## config.mk

```make
export PLATFORM = sky130hd
export DESIGN_NAME = rpm_piecewise_linear_correction
export DESIGN_NICKNAME = d
export VERILOG_FILES = /design/src/design/rpc_pkg.sv /design/src/design/rpm_piecewise_linear_correction.sv /design/src/design/rpc_locate.sv /design/src/design/rpc_scale.sv /design/src/design/rpc_divide.sv
export SDC_FILE = /design/constraint.sdc
export NUM_CORES = 1
export LEC_CHECK = 0
export ABC_AREA = 1
export ABC_CLOCK_PERIOD_IN_PS = 5800
export BUFFER_PORTS_ARGS = -buffer_cell sky130_fd_sc_hd__buf_2
export CAP_MARGIN = 40
export CORE_MARGIN = 2
export CORE_UTILIZATION = 31
export DETAILED_ROUTE_END_ITERATION = 8
export PLACE_DENSITY = 0.55
export SKIP_LAST_GASP = 1
export SYNTH_ARGS = -nofsm -noshare
export SYNTH_HDL_FRONTEND = slang
export SYNTH_SLANG_ARGS = --single-unit
```

## constraint.sdc

```tcl
create_clock -name clk_i -period 5.8 [get_ports clk_i]
set_input_delay 0 -clock clk_i [delete_from_list [all_inputs] [get_ports clk_i]]
set_output_delay 0 -clock clk_i [all_outputs]
set_load 0.05 [all_outputs]
```

## src/design/rpc_pkg.sv

```systemverilog
// Shared types, breakpoint tables and segment lookup for the rpm correction pipeline.
`default_nettype none
package rpc_pkg;

  localparam int unsigned NumKeys  = 17;
  localparam int unsigned NumSegs  = NumKeys - 1;
  localparam int unsigned RpmW     = 14;
  localparam int unsigned OutW     = 15;
  localparam int unsigned SegW     = 5;
  localparam int unsigned OffW     = 13;
  localparam int unsigned NumW     = 5;
  localparam int unsigned ShW      = 2;
  localparam int unsigned ProdW    = OffW + NumW;
  localparam int unsigned RecipW   = 15;
  localparam int unsigned MulW     = ProdW + RecipW;
  localparam int unsigned RecipSh  = 17;
  localparam int unsigned QuoW     = MulW - RecipSh;
  localparam logic [RecipW-1:0] Div5Recip = 15'd26215;
  localparam logic [RpmW-1:0]   PassLimit = 14'd250;
  localparam logic [OutW-1:0]   MaxOut    = 15'd16883;

  localparam logic [OutW-1:0] KeyIn [NumKeys] = '{
    15'd200,  15'd400,  15'd600,  15'd800,  15'd1000, 15'd2000, 15'd3000, 15'd4000,
    15'd5000, 15'd6000, 15'd7000, 15'd8000, 15'd9000, 15'd10000, 15'd11000, 15'd15500,
    15'd20000
  };

  localparam logic [OutW-1:0] KeyOut [NumKeys] = '{
    15'd225,  15'd450,  15'd675,  15'd900,  15'd1150, 15'd2200, 15'd3250, 15'd4300,
    15'd5400, 15'd6500, 15'd7500, 15'd8500, 15'd9500, 15'd10500, 15'd11500, 15'd16000,
    15'd20500
  };

  // reduced slope of each segment: num / (2^shift * (div5 ? 5 : 1))
  localparam logic [NumW-1:0] SegNum [NumSegs] = '{
    5'd9, 5'd9, 5'd9, 5'd5, 5'd21, 5'd21, 5'd21, 5'd11,
    5'd11, 5'd1, 5'd1, 5'd1, 5'd1, 5'd1, 5'd1, 5'd1
  };
  localparam logic [ShW-1:0] SegShift [NumSegs] = '{
    2'd3, 2'd3, 2'd3, 2'd2, 2'd2, 2'd2, 2'd2, 2'd1,
    2'd1, 2'd0, 2'd0, 2'd0, 2'd0, 2'd0, 2'd0, 2'd0
  };
  localparam logic SegDiv5 [NumSegs] = '{
    1'b0, 1'b0, 1'b0, 1'b0, 1'b1, 1'b1, 1'b1, 1'b1,
    1'b1, 1'b0, 1'b0, 1'b0, 1'b0, 1'b0, 1'b0, 1'b0
  };

  typedef struct packed {
    logic [RpmW-1:0] lo_in;
    logic [OutW-1:0] lo_out;
    logic [NumW-1:0] num;
    logic [ShW-1:0]  shift;
    logic            div5;
  } seg_info_t;

  typedef struct packed {
    logic [RpmW-1:0] rpm;
    logic [SegW-1:0] seg;
    logic            pass;
  } loc_t;

  typedef struct packed {
    logic [ProdW-1:0] prod;
    logic [ShW-1:0]   shift;
    logic             div5;
    logic [OutW-1:0]  lo_out;
    logic             pass;
    logic [RpmW-1:0]  rpm;
  } scl_t;

  typedef struct packed {
    logic [MulW-1:0] mul;
    logic            div5;
    logic [OutW-1:0] lo_out;
    logic            pass;
    logic [RpmW-1:0] rpm;
  } quo_t;

  function automatic seg_info_t seg_info(input logic [SegW-1:0] seg);
    seg_info_t       info;
    logic [SegW-1:0] idx;
    idx         = seg - 5'd1;
    info.lo_in  = '0;
    info.lo_out = KeyOut[NumKeys-1];
    info.num    = '0;
    info.shift  = '0;
    info.div5   = 1'b0;
    if (seg == '0) begin
      info.lo_out = KeyOut[0];
    end else if (seg < SegW'(NumKeys)) begin
      info.lo_in  = KeyIn[idx][RpmW-1:0];
      info.lo_out = KeyOut[idx];
      info.num    = SegNum[idx[3:0]];
      info.shift  = SegShift[idx[3:0]];
      info.div5   = SegDiv5[idx[3:0]];
    end
    return info;
  endfunction

endpackage
`default_nettype wire

```

## src/design/rpm_piecewise_linear_correction.sv

```systemverilog
// Top level: four-stage piecewise linear rpm correction with output register.
//
//  beat      | direction | handshake                | payload
//  ----------+-----------+--------------------------+----------------------------------
//  in        | in        | in_valid_i / in_ready_o   | rpm_high_byte_i, rpm_low_byte_i
//  out       | out       | out_valid_o / out_ready_i | corrected_rpm_o
//
// out_valid_o rises once an accepted in beat has passed the locate, scale, divide and output registers;
// one beat per cycle while out_ready_i does not stall the pipeline. Stages: segment search, slope multiply,
// reciprocal divide, add and output register. Each stage holds its own valid bit; ready ripples back so
// bubbles are squeezed out. Reset clears all valid bits; payload registers are not reset.
`default_nettype none
module rpm_piecewise_linear_correction (
  input  wire logic        clk_i,
  input  wire logic        rst_ni,
  input  wire logic        in_valid_i,
  output logic             in_ready_o,
  input  wire logic [7:0]  rpm_high_byte_i,
  input  wire logic [7:0]  rpm_low_byte_i,
  output logic             out_valid_o,
  input  wire logic        out_ready_i,
  output logic [14:0]      corrected_rpm_o
);
  import rpc_pkg::*;

  logic            loc_valid, loc_ready;
  loc_t            loc;
  logic            scl_valid, scl_ready;
  scl_t            scl;
  logic            quo_valid, quo_ready;
  quo_t            quo;
  logic            out_valid_q;
  logic [OutW-1:0] out_q, out_d;
  logic [QuoW-1:0] quot;
  logic [OutW-1:0] sum;

  rpc_locate u_locate (
    .clk_i           (clk_i),
    .rst_ni          (rst_ni),
    .in_valid_i      (in_valid_i),
    .in_ready_o      (in_ready_o),
    .rpm_high_byte_i (rpm_high_byte_i),
    .rpm_low_byte_i  (rpm_low_byte_i),
    .out_valid_o     (loc_valid),
    .out_ready_i     (loc_ready),
    .out_o           (loc)
  );

  rpc_scale u_scale (
    .clk_i       (clk_i),
    .rst_ni      (rst_ni),
    .in_valid_i  (loc_valid),
    .in_ready_o  (loc_ready),
    .in_i        (loc),
    .out_valid_o (scl_valid),
    .out_ready_i (scl_ready),
    .out_o       (scl)
  );

  rpc_divide u_divide (
    .clk_i       (clk_i),
    .rst_ni      (rst_ni),
    .in_valid_i  (scl_valid),
    .in_ready_o  (scl_ready),
    .in_i        (scl),
    .out_valid_o (quo_valid),
    .out_ready_i (quo_ready),
    .out_o       (quo)
  );

  always_comb begin
    quot  = quo.div5 ? quo.mul[MulW-1:RecipSh] : quo.mul[QuoW-1:0];
    sum   = quo.lo_out + quot[OutW-1:0];
    out_d = quo.pass ? {1'b0, quo.rpm} : sum;
  end

  assign quo_ready       = !out_valid_q || out_ready_i;
  assign out_valid_o     = out_valid_q;
  assign corrected_rpm_o = out_q;

  always_ff @(posedge clk_i or negedge rst_ni) begin
    if (!rst_ni) begin
      out_valid_q <= 1'b0;
    end else if (quo_ready) begin
      out_valid_q <= quo_valid;
    end
  end

  always_ff @(posedge clk_i) begin
    if (quo_ready && quo_valid) begin
      out_q <= out_d;
    end
  end

`ifndef SYNTH
  a_ready_when_drained: assert property (@(posedge clk_i) disable iff (!rst_ni)
    !out_valid_o |-> in_ready_o)
    else $error("pipeline stalls with an empty output register");

  a_out_range: assert property (@(posedge clk_i) disable iff (!rst_ni)
    out_valid_o |-> corrected_rpm_o <= MaxOut)
    else $error("corrected rpm out of range");

  a_seg_inner: assert property (@(posedge clk_i) disable iff (!rst_ni)
    loc_valid && !loc.pass |-> loc.seg != '0 && loc.seg < SegW'(NumKeys))
    else $error("segment search fell outside the table");
`endif

endmodule
`default_nettype wire

```

## src/design/rpc_locate.sv

```systemverilog
// Stage one: form raw rpm and find its breakpoint segment.
`default_nettype none
module rpc_locate (
  input  wire logic           clk_i,
  input  wire logic           rst_ni,
  input  wire logic           in_valid_i,
  output logic                in_ready_o,
  input  wire logic [7:0]     rpm_high_byte_i,
  input  wire logic [7:0]     rpm_low_byte_i,
  output logic                out_valid_o,
  input  wire logic           out_ready_i,
  output rpc_pkg::loc_t       out_o
);
  import rpc_pkg::*;

  logic                valid_q;
  loc_t                data_q, data_d;
  logic [RpmW-1:0]     rpm;
  logic [NumKeys-1:0]  below;

  assign rpm = {rpm_high_byte_i, rpm_low_byte_i[7:2]};

  always_comb begin
    for (int j = 0; j < NumKeys; j++) begin
      below[j] = KeyIn[j] < {1'b0, rpm};
    end
    data_d.rpm  = rpm;
    data_d.seg  = SegW'($countones(below));
    data_d.pass = rpm < PassLimit;
  end

  assign in_ready_o  = !valid_q || out_ready_i;
  assign out_valid_o = valid_q;
  assign out_o       = data_q;

  always_ff @(posedge clk_i or negedge rst_ni) begin
    if (!rst_ni) begin
      valid_q <= 1'b0;
    end else if (in_ready_o) begin
      valid_q <= in_valid_i;
    end
  end

  always_ff @(posedge clk_i) begin
    if (in_ready_o && in_valid_i) begin
      data_q <= data_d;
    end
  end

endmodule
`default_nettype wire

```

## src/design/rpc_scale.sv

```systemverilog
// Stage two: segment lookup and offset times reduced slope numerator.
`default_nettype none
module rpc_scale (
  input  wire logic      clk_i,
  input  wire logic      rst_ni,
  input  wire logic      in_valid_i,
  output logic           in_ready_o,
  input  wire rpc_pkg::loc_t in_i,
  output logic           out_valid_o,
  input  wire logic      out_ready_i,
  output rpc_pkg::scl_t  out_o
);
  import rpc_pkg::*;

  logic            valid_q;
  scl_t            data_q, data_d;
  seg_info_t       info;
  logic [RpmW-1:0] diff;
  logic [OffW-1:0] off;

  always_comb begin
    info           = seg_info(in_i.seg);
    diff           = in_i.rpm - info.lo_in;
    off            = diff[OffW-1:0];
    data_d.prod    = ProdW'(off) * ProdW'(info.num);
    data_d.shift   = info.shift;
    data_d.div5    = info.div5;
    data_d.lo_out  = info.lo_out;
    data_d.pass    = in_i.pass;
    data_d.rpm     = in_i.rpm;
  end

  assign in_ready_o  = !valid_q || out_ready_i;
  assign out_valid_o = valid_q;
  assign out_o       = data_q;

  always_ff @(posedge clk_i or negedge rst_ni) begin
    if (!rst_ni) begin
      valid_q <= 1'b0;
    end else if (in_ready_o) begin
      valid_q <= in_valid_i;
    end
  end

  always_ff @(posedge clk_i) begin
    if (in_ready_o && in_valid_i) begin
      data_q <= data_d;
    end
  end

endmodule
`default_nettype wire

```

## src/design/rpc_divide.sv

```systemverilog
// Stage three: power-of-two shift and reciprocal multiply for the divide by five.
`default_nettype none
module rpc_divide (
  input  wire logic      clk_i,
  input  wire logic      rst_ni,
  input  wire logic      in_valid_i,
  output logic           in_ready_o,
  input  wire rpc_pkg::scl_t in_i,
  output logic           out_valid_o,
  input  wire logic      out_ready_i,
  output rpc_pkg::quo_t  out_o
);
  import rpc_pkg::*;

  logic             valid_q;
  quo_t             data_q, data_d;
  logic [ProdW-1:0] shifted;

  always_comb begin
    shifted        = in_i.prod >> in_i.shift;
    data_d.mul     = in_i.div5 ? MulW'(shifted) * MulW'(Div5Recip) : MulW'(shifted);
    data_d.div5    = in_i.div5;
    data_d.lo_out  = in_i.lo_out;
    data_d.pass    = in_i.pass;
    data_d.rpm     = in_i.rpm;
  end

  assign in_ready_o  = !valid_q || out_ready_i;
  assign out_valid_o = valid_q;
  assign out_o       = data_q;

  always_ff @(posedge clk_i or negedge rst_ni) begin
    if (!rst_ni) begin
      valid_q <= 1'b0;
    end else if (in_ready_o) begin
      valid_q <= in_valid_i;
    end
  end

  always_ff @(posedge clk_i) begin
    if (in_ready_o && in_valid_i) begin
      data_q <= data_d;
    end
  end

endmodule
`default_nettype wire

```

==> impl_metrics.py, run 1 <==
metrics = {
    "run_status": {
        "status": "finished, final reports clean",
    },
    "worst_setup_path": {
        "cp_data_required_time_ps": 5990,
        "path_cells": "inv_1, or2_2, o21ai_0, inv_1, o21ai_1, inv_2, ha_1, inv_1, fa_1, inv_1, fa_1, fa_1, fa_1, fa_1, ha_4, nand2_1, inv_1, a21oi_2, nand2_1, a21oi_1, nand2_1, nor2_2, nor2_2",
        "critPathMaxFanout": 5,
        "crit_type": "reg2reg",
        "rrSetupSlack_ps": 200,
        "cpPeakStageDelay_ps": 600,
        "critical_path_depth": 23,
        "cp-start-kind": "flip-flop",
        "slowest_stage": "fa_1",
        "critical_path_buf_inv_count": 6,
        "endpoint_kind": "flip-flop",
        "critPathLaunch": "u_scale.out_o[31]",
        "crit_family": "adder cells",
        "rr_endpoint": "u_divide.out_o[51]",
        "reg2reg_from": "u_scale.out_o[31]",
        "worst-r2r-cell-count": 23,
        "crit_path_end": "u_divide.out_o[51]",
        "critical_path_arrival_ps": 5790,
    },
    "detailed_routing": {
        "via_per_inst": 4.58,
        "wirelength_um": 40500,
        "via_count": 12661,
        "remaining_drc_errors": 0,
        "first_pass_iters": 5,
        "drt_iter0_drc": 758,
        "avgRoutedWirePerCell_um": 14.6,
        "postRouteAntennaNets": 0,
    },
    "global_routing": {
        "grt_max_degree": 62,
        "grt_pass1_wl_um": 66000,
        "overflow": 0,
        "grt.total_usage": 0.153,
        "antenna_found_initial": 0,
        "grt_pass1_vias": 12925,
    },
    "timing": {
        "final-hold-violation-count": 0,
        "setup_viol": 0,
        "period_needed_ps": 5600,
        "maxSlewViolCount": 0,
        "fin_crit_sh": 0.965,
        "grt_setup_unrepaired": "true",
        "hold_slack_ps": 304,
        "finClkSkew_ps": 9.10,
        "worstMarginPinSlew_ps": 819,
        "layout_setup_ws_ps": 201,
        "fmax_ghz": 0.179,
        "slew_headroom": 0.454,
    },
    "logic_synthesis": {
        "synthAdderAreaFrac": 0.334,
        "ys_ff_latch": 151,
        "synth-xor-area-share": 0.0157,
        "synth_compound_area_frac": 0.0656,
        "syn-cell-area_mm2": 0.0162,
        "synth-simple-area-share": 0.195,
        "synth_edf_count": 147,
        "synth_cells": 1910,
        "syn_nets": 2277,
        "synth.area.mux_share": 0.0146,
        "yosys_most_used_dff": "edfxtp_1",
        "synth_top_family_by_area": "adder cells",
        "synth_cell_types": 43,
        "synth_warnings": 0,
        "synthArstFlopShare": 0.0265,
        "synth-seq-area-share": 0.279,
        "avgSynthCellArea_um2": 8.48,
    },
    "placed_design": {
        "io_buffers": 34,
        "place_hpwl_um": 33700,
        "dp_cells": 2699,
        "gp_congestion": 0.918,
        "dp_slack_ps": -58.4,
    },
    "die": {
        "start_util": 0.315,
        "die_h_um": 233,
        "pin_count": 37,
        "dieArea_mm2": 0.0541,
        "num_rows": 83,
        "coreArea_mm2": 0.0515,
        "die-width_um": 233,
    },
    "final_layout": {
        "synthToLayoutAreaGrowth_pct": 19.3,
        "drive_gt1_frac": 0.166,
        "instances_no_fill": 2762,
        "nNetsFinal": 2435,
        "finalCoreUtilization": 0.375,
        "final_cell_mix": "413 x nand2_1, 364 x inv_1, 178 x ha_1",
        "final_common_cell": "nand2_1",
        "area.sequential_mm2": 0.00451,
        "multi_input_area_mm2": 0.0107,
        "fillCellCount": 5264,
    },
    "run": {
        "maxCapViolations": 0,
    },
    "clock_tree": {
        "clkTransAtPathRegs_ps": 70,
        "htreeDepth": 4,
        "clock-sinks": 151,
        "cts_tree": "built",
        "clk-insertion-delay-late_ps": 440,
        "clk_path_buf_depth": 2,
        "cts-buffers-inserted": 17,
        "cts_root_buffer": "clkbuf_16",
    },
    "hold_path": {
        "hold_class": "in2reg",
        "hold_start": "in_valid_i",
    },
}
-- area by class of cell --
class                      instances  share of cell area
tap                              680              0.0440
multi-input combinational       1356               0.556
inverter                         378              0.0739
antenna                            1            0.000130
timing repair buffer             164              0.0631
clock inverter                    14             0.00706
sequential                       151               0.234
clock buffer                      18              0.0222
-- synthesized netlist by cell type, drive strengths merged, types with 3 or more instances --
master,instances,share of area
a21o,3,0.0014
a21oi,81,0.025
a31oi,11,0.0042
and2,4,0.0015
buf,15,0.0060
clkbuf,10,0.0023
dfrtp,4,0.0062
edfxtp,147,0.27
fa,143,0.18
ha,204,0.16
inv,378,0.088
mux2,13,0.0090
mux2i,9,0.0056
nand2,431,0.10
nand3,96,0.030
nand3b,5,0.0023
nand4,14,0.0054
nor2,182,0.044
nor3,11,0.0034
o211ai,7,0.0032
o21ai,75,0.023
o21bai,7,0.0032
or2,19,0.0073
xnor2,12,0.0065
xor2,17,0.0092
-- routing by layer --
metal / vias up / GRT usage / wire length (um)
met5: - / 0 / 0
met4: 0 / 0.0350 / 622
met3: 30 / 0.0153 / 912
met2: 188 / 0.260 / 19300
met1: 6012 / 0.210 / 19600
li1: 6431 / - / -
-- registers in the layout, indices dropped and copies added, names as in the netlist --
| name | cells |
|---|---|
| out_valid_o | 1 |
| u_divide.out_valid_o | 1 |
| u_divide.out_o | 61 |
| u_locate.out_o | 20 |
| u_locate.out_valid_o | 1 |
| u_scale.out_o | 51 |
| u_scale.out_valid_o | 1 |
| corrected_rpm_o | 15 |
-- repair_timing --
action,in CTS,in global routing
setup buffers,0,12
hold buffers,18,0
pin swaps,0,23
gates resized for setup,3,143
setup endpoints to repair,5,28
hold endpoints to repair,21,0
-- tightest hold or removal path, cell delays in order --
cell and delay, ps:
dlygate4sd3_1 530, buf_2 100, inv_1 40, nand2_1 50
-- metrics by stage --
stage	area, um2	setup TNS [ps]
after floorplan	16200	-36.6
after detailed placement	17900	-330
after global placement	17900	-6.74
after CTS	18700	0
after global routing	19300	-432
final	19300	0
-- worst min-delay path by stage --
stage,endpoint,slack (ps),depth (start not counted)
global route,u_locate.out_valid_o,300,4
floorplan,out_valid_o,-300,0
detailed placement,u_scale.out_valid_o,-180,1
finish,u_locate.out_valid_o,300,4
CTS,u_locate.out_valid_o,290,4
global placement,out_valid_o,-190,1
-- logic make-up after synthesis --
group                      count (synthesis)
DFF                                      151
AOI/OAI and AO/OA                        194
adders and majority gates                347
xor gates and xnor gates                  29
and+or+nand+nor                          764
muxes                                     22
buffers and inverters                    403
Power of run 1 is not shown: default switching activity piles up to over one toggle a cycle in this logic, so the estimate is an artifact.
==> run 2, diff against run 1 <==
--- a/config.mk
+++ b/config.mk
@@ -7,12 +7,12 @@
 export LEC_CHECK = 0
 export ABC_AREA = 1
 export ABC_CLOCK_PERIOD_IN_PS = 5800
-export BUFFER_PORTS_ARGS = -buffer_cell sky130_fd_sc_hd__buf_2
 export CAP_MARGIN = 40
 export CORE_MARGIN = 2
 export CORE_UTILIZATION = 31
 export DETAILED_ROUTE_END_ITERATION = 8
-export PLACE_DENSITY = 0.55
+export DONT_BUFFER_PORTS = 1
+export PLACE_DENSITY = 0.54
 export SKIP_LAST_GASP = 1
 export SYNTH_ARGS = -nofsm -noshare
 export SYNTH_HDL_FRONTEND = slang
==> impl_metrics.py, run 2 (synthesis gave the netlist of run 1 again) <==
metrics = {
    "worst_setup_path": {
        "cp-start-kind": "flip-flop",
        "reg2reg_from": "u_scale.out_o[31]",
        "cp_data_required_time_ps": 5990,
        "critPathLaunch": "u_scale.out_o[31]",
        "critical_path_arrival_ps": 5790,
        "critPathMaxFanout": 5,
        "endpoint_kind": "flip-flop",
        "rrSetupSlack_ps": 200,
        "crit_type": "reg2reg",
    },
    "final_layout": {
        "drive_gt1_frac": 0.163,
        "n_antenna_cell": 0,
        "multi_input_area_mm2": 0.0108,
        "area.sequential_mm2": 0.00451,
        "largest_reg_flops": 61,
        "fillCellCount": 5275,
        "synthToLayoutAreaGrowth_pct": 19.2,
        "instances_no_fill": 2739,
        "nNetsFinal": 2413,
        "final_cell_mix": "411 x nand2_1, 360 x inv_1, 176 x ha_1",
        "final_common_cell": "nand2_1",
    },
    "run": {
        "maxCapViolations": 0,
    },
    "timing": {
        "setup_viol": 0,
        "fin_crit_sh": 0.966,
        "final-hold-violation-count": 0,
        "fmax_ghz": 0.179,
        "slew_headroom": 0.454,
        "grt_setup_unrepaired": "true",
        "worstMarginPinSlew_ps": 819,
        "maxSlewViolCount": 0,
        "finClkSkew_ps": 16.5,
        "period_needed_ps": 5600,
    },
    "global_routing": {
        "grt_pass1_vias": 12771,
        "grt_pass1_wl_um": 66000,
        "grt.total_usage": 0.154,
        "antenna_found_initial": 0,
        "grt_max_degree": 62,
        "overflow": 0,
    },
    "die": {
        "die_h_um": 233,
        "coreArea_mm2": 0.0515,
        "start_util": 0.315,
        "num_rows": 83,
        "pin_count": 37,
        "dieArea_mm2": 0.0541,
        "die-width_um": 233,
    },
    "clock_tree": {
        "clock-sinks": 151,
        "cts_root_buffer": "clkbuf_16",
        "clk_path_buf_depth": 2,
        "clk-insertion-delay-late_ps": 440,
        "htreeDepth": 4,
        "cts_tree": "built",
        "clkTransAtPathRegs_ps": 70,
        "cts-buffers-inserted": 17,
    },
    "placed_design": {
        "io_buffers": 0,
        "gp_congestion": 0.907,
        "place_hpwl_um": 33700,
        "dp_cells": 2672,
    },
    "detailed_routing": {
        "first_pass_iters": 5,
        "via_per_inst": 4.64,
        "avgRoutedWirePerCell_um": 14.9,
        "wirelength_um": 40700,
        "remaining_drc_errors": 0,
        "drt_iter0_drc": 727,
        "postRouteAntennaNets": 0,
        "via_count": 12721,
    },
    "hold_path": {
        "hold_class": "in2reg",
        "hold_start": "rpm_high_byte_i[0]",
    },
    "run_status": {
        "status": "finished, final reports clean",
    },
}
## run 2: cell types whose count changed in the layout (fill, tap and decap cells not counted), moves of 4 or more
cell | previous run | this run
o21ai_0 | 54 | 48
inv_2 | 11 | 16
inv_1 | 364 | 360
nor2_1 | 143 | 151
buf_4 | 109 | 118
o21ai_1 | 12 | 17
nor2_2 | 32 | 26
buf_2 | 34 | 0
## run 2: layer usage
layer / wire length, um / global-route usage / up-vias
li1: - / - / 6390
met1: 19500 / 0.214 / 6052
met2: 19300 / 0.253 / 234
met3: 1050 / 0.0159 / 45
met4: 812 / 0.0440 / 0
met5: 0 / 0 / -
## run 2: path summary, 6_finish.rpt
kind                                         to  cells past startpoint
max reg2reg                  u_divide.out_o[62]                     23
min reg2reg                   u_divide.out_o[3]                      0
min                           u_locate.out_o[0]                      3
max in group asynchronous           out_valid_o                      2
min in group asynchronous  u_divide.out_valid_o                      2
max                          u_divide.out_o[62]                     23
## run 2: critical path, stage by stage (launching register included)
cell and delay (ps):
edfxtp_1 360, buf_4 140, inv_2 50, or2_2 270
o21ai_2 70, inv_1 70, o21ai_2 150, inv_2 80
ha_1 290, inv_2 60, fa_1 540, inv_1 60
fa_1 560, fa_1 460, fa_1 580, fa_1 460
ha_4 320, nand2_1 110, nor2_2 180, and2_4 160
and2_1 110, nand2_1 70, a21oi_1 160, nor2_1 70
## run 2: timing repair
action	CTS	global route
gates cloned	0	3
pin swaps	0	44
resized for setup	10	149
hold endpoints to repair	27	0
setup buffers	0	14
hold buffers	18	0
setup endpoints to repair	14	29
## run 2: through the flow
step | hold WS (ps) | setup TNS, ps | setup slack, ps | instance area, um2 | util
2_1_floorplan | -296 | -36.6 | -36.6 | 16200 | -
3_3_place_gp | -296 | -182 | -76.2 | 17800 | 0.345
3_5_place_dp | -296 | -1480 | -199 | 17800 | 0.345
4_1_cts | 4.37 | 0 | 12.4 | 18600 | 0.361
5_1_grt | 56.5 | -595 | -66.0 | 19300 | 0.375
6_report | 32.7 | 0 | 198 | 19300 | 0.375
## run 2: final cells by class
class | count | area share
Clock buffer | 18 | 0.0222
Clock inverter | 14 | 0.00700
Inverter | 378 | 0.0738
Multi-Input combinational cell | 1356 | 0.558
Sequential cell | 151 | 0.234
Tap cell | 680 | 0.0441
Timing Repair Buffer | 142 | 0.0610
Power of run 2 is left out for the same reason.
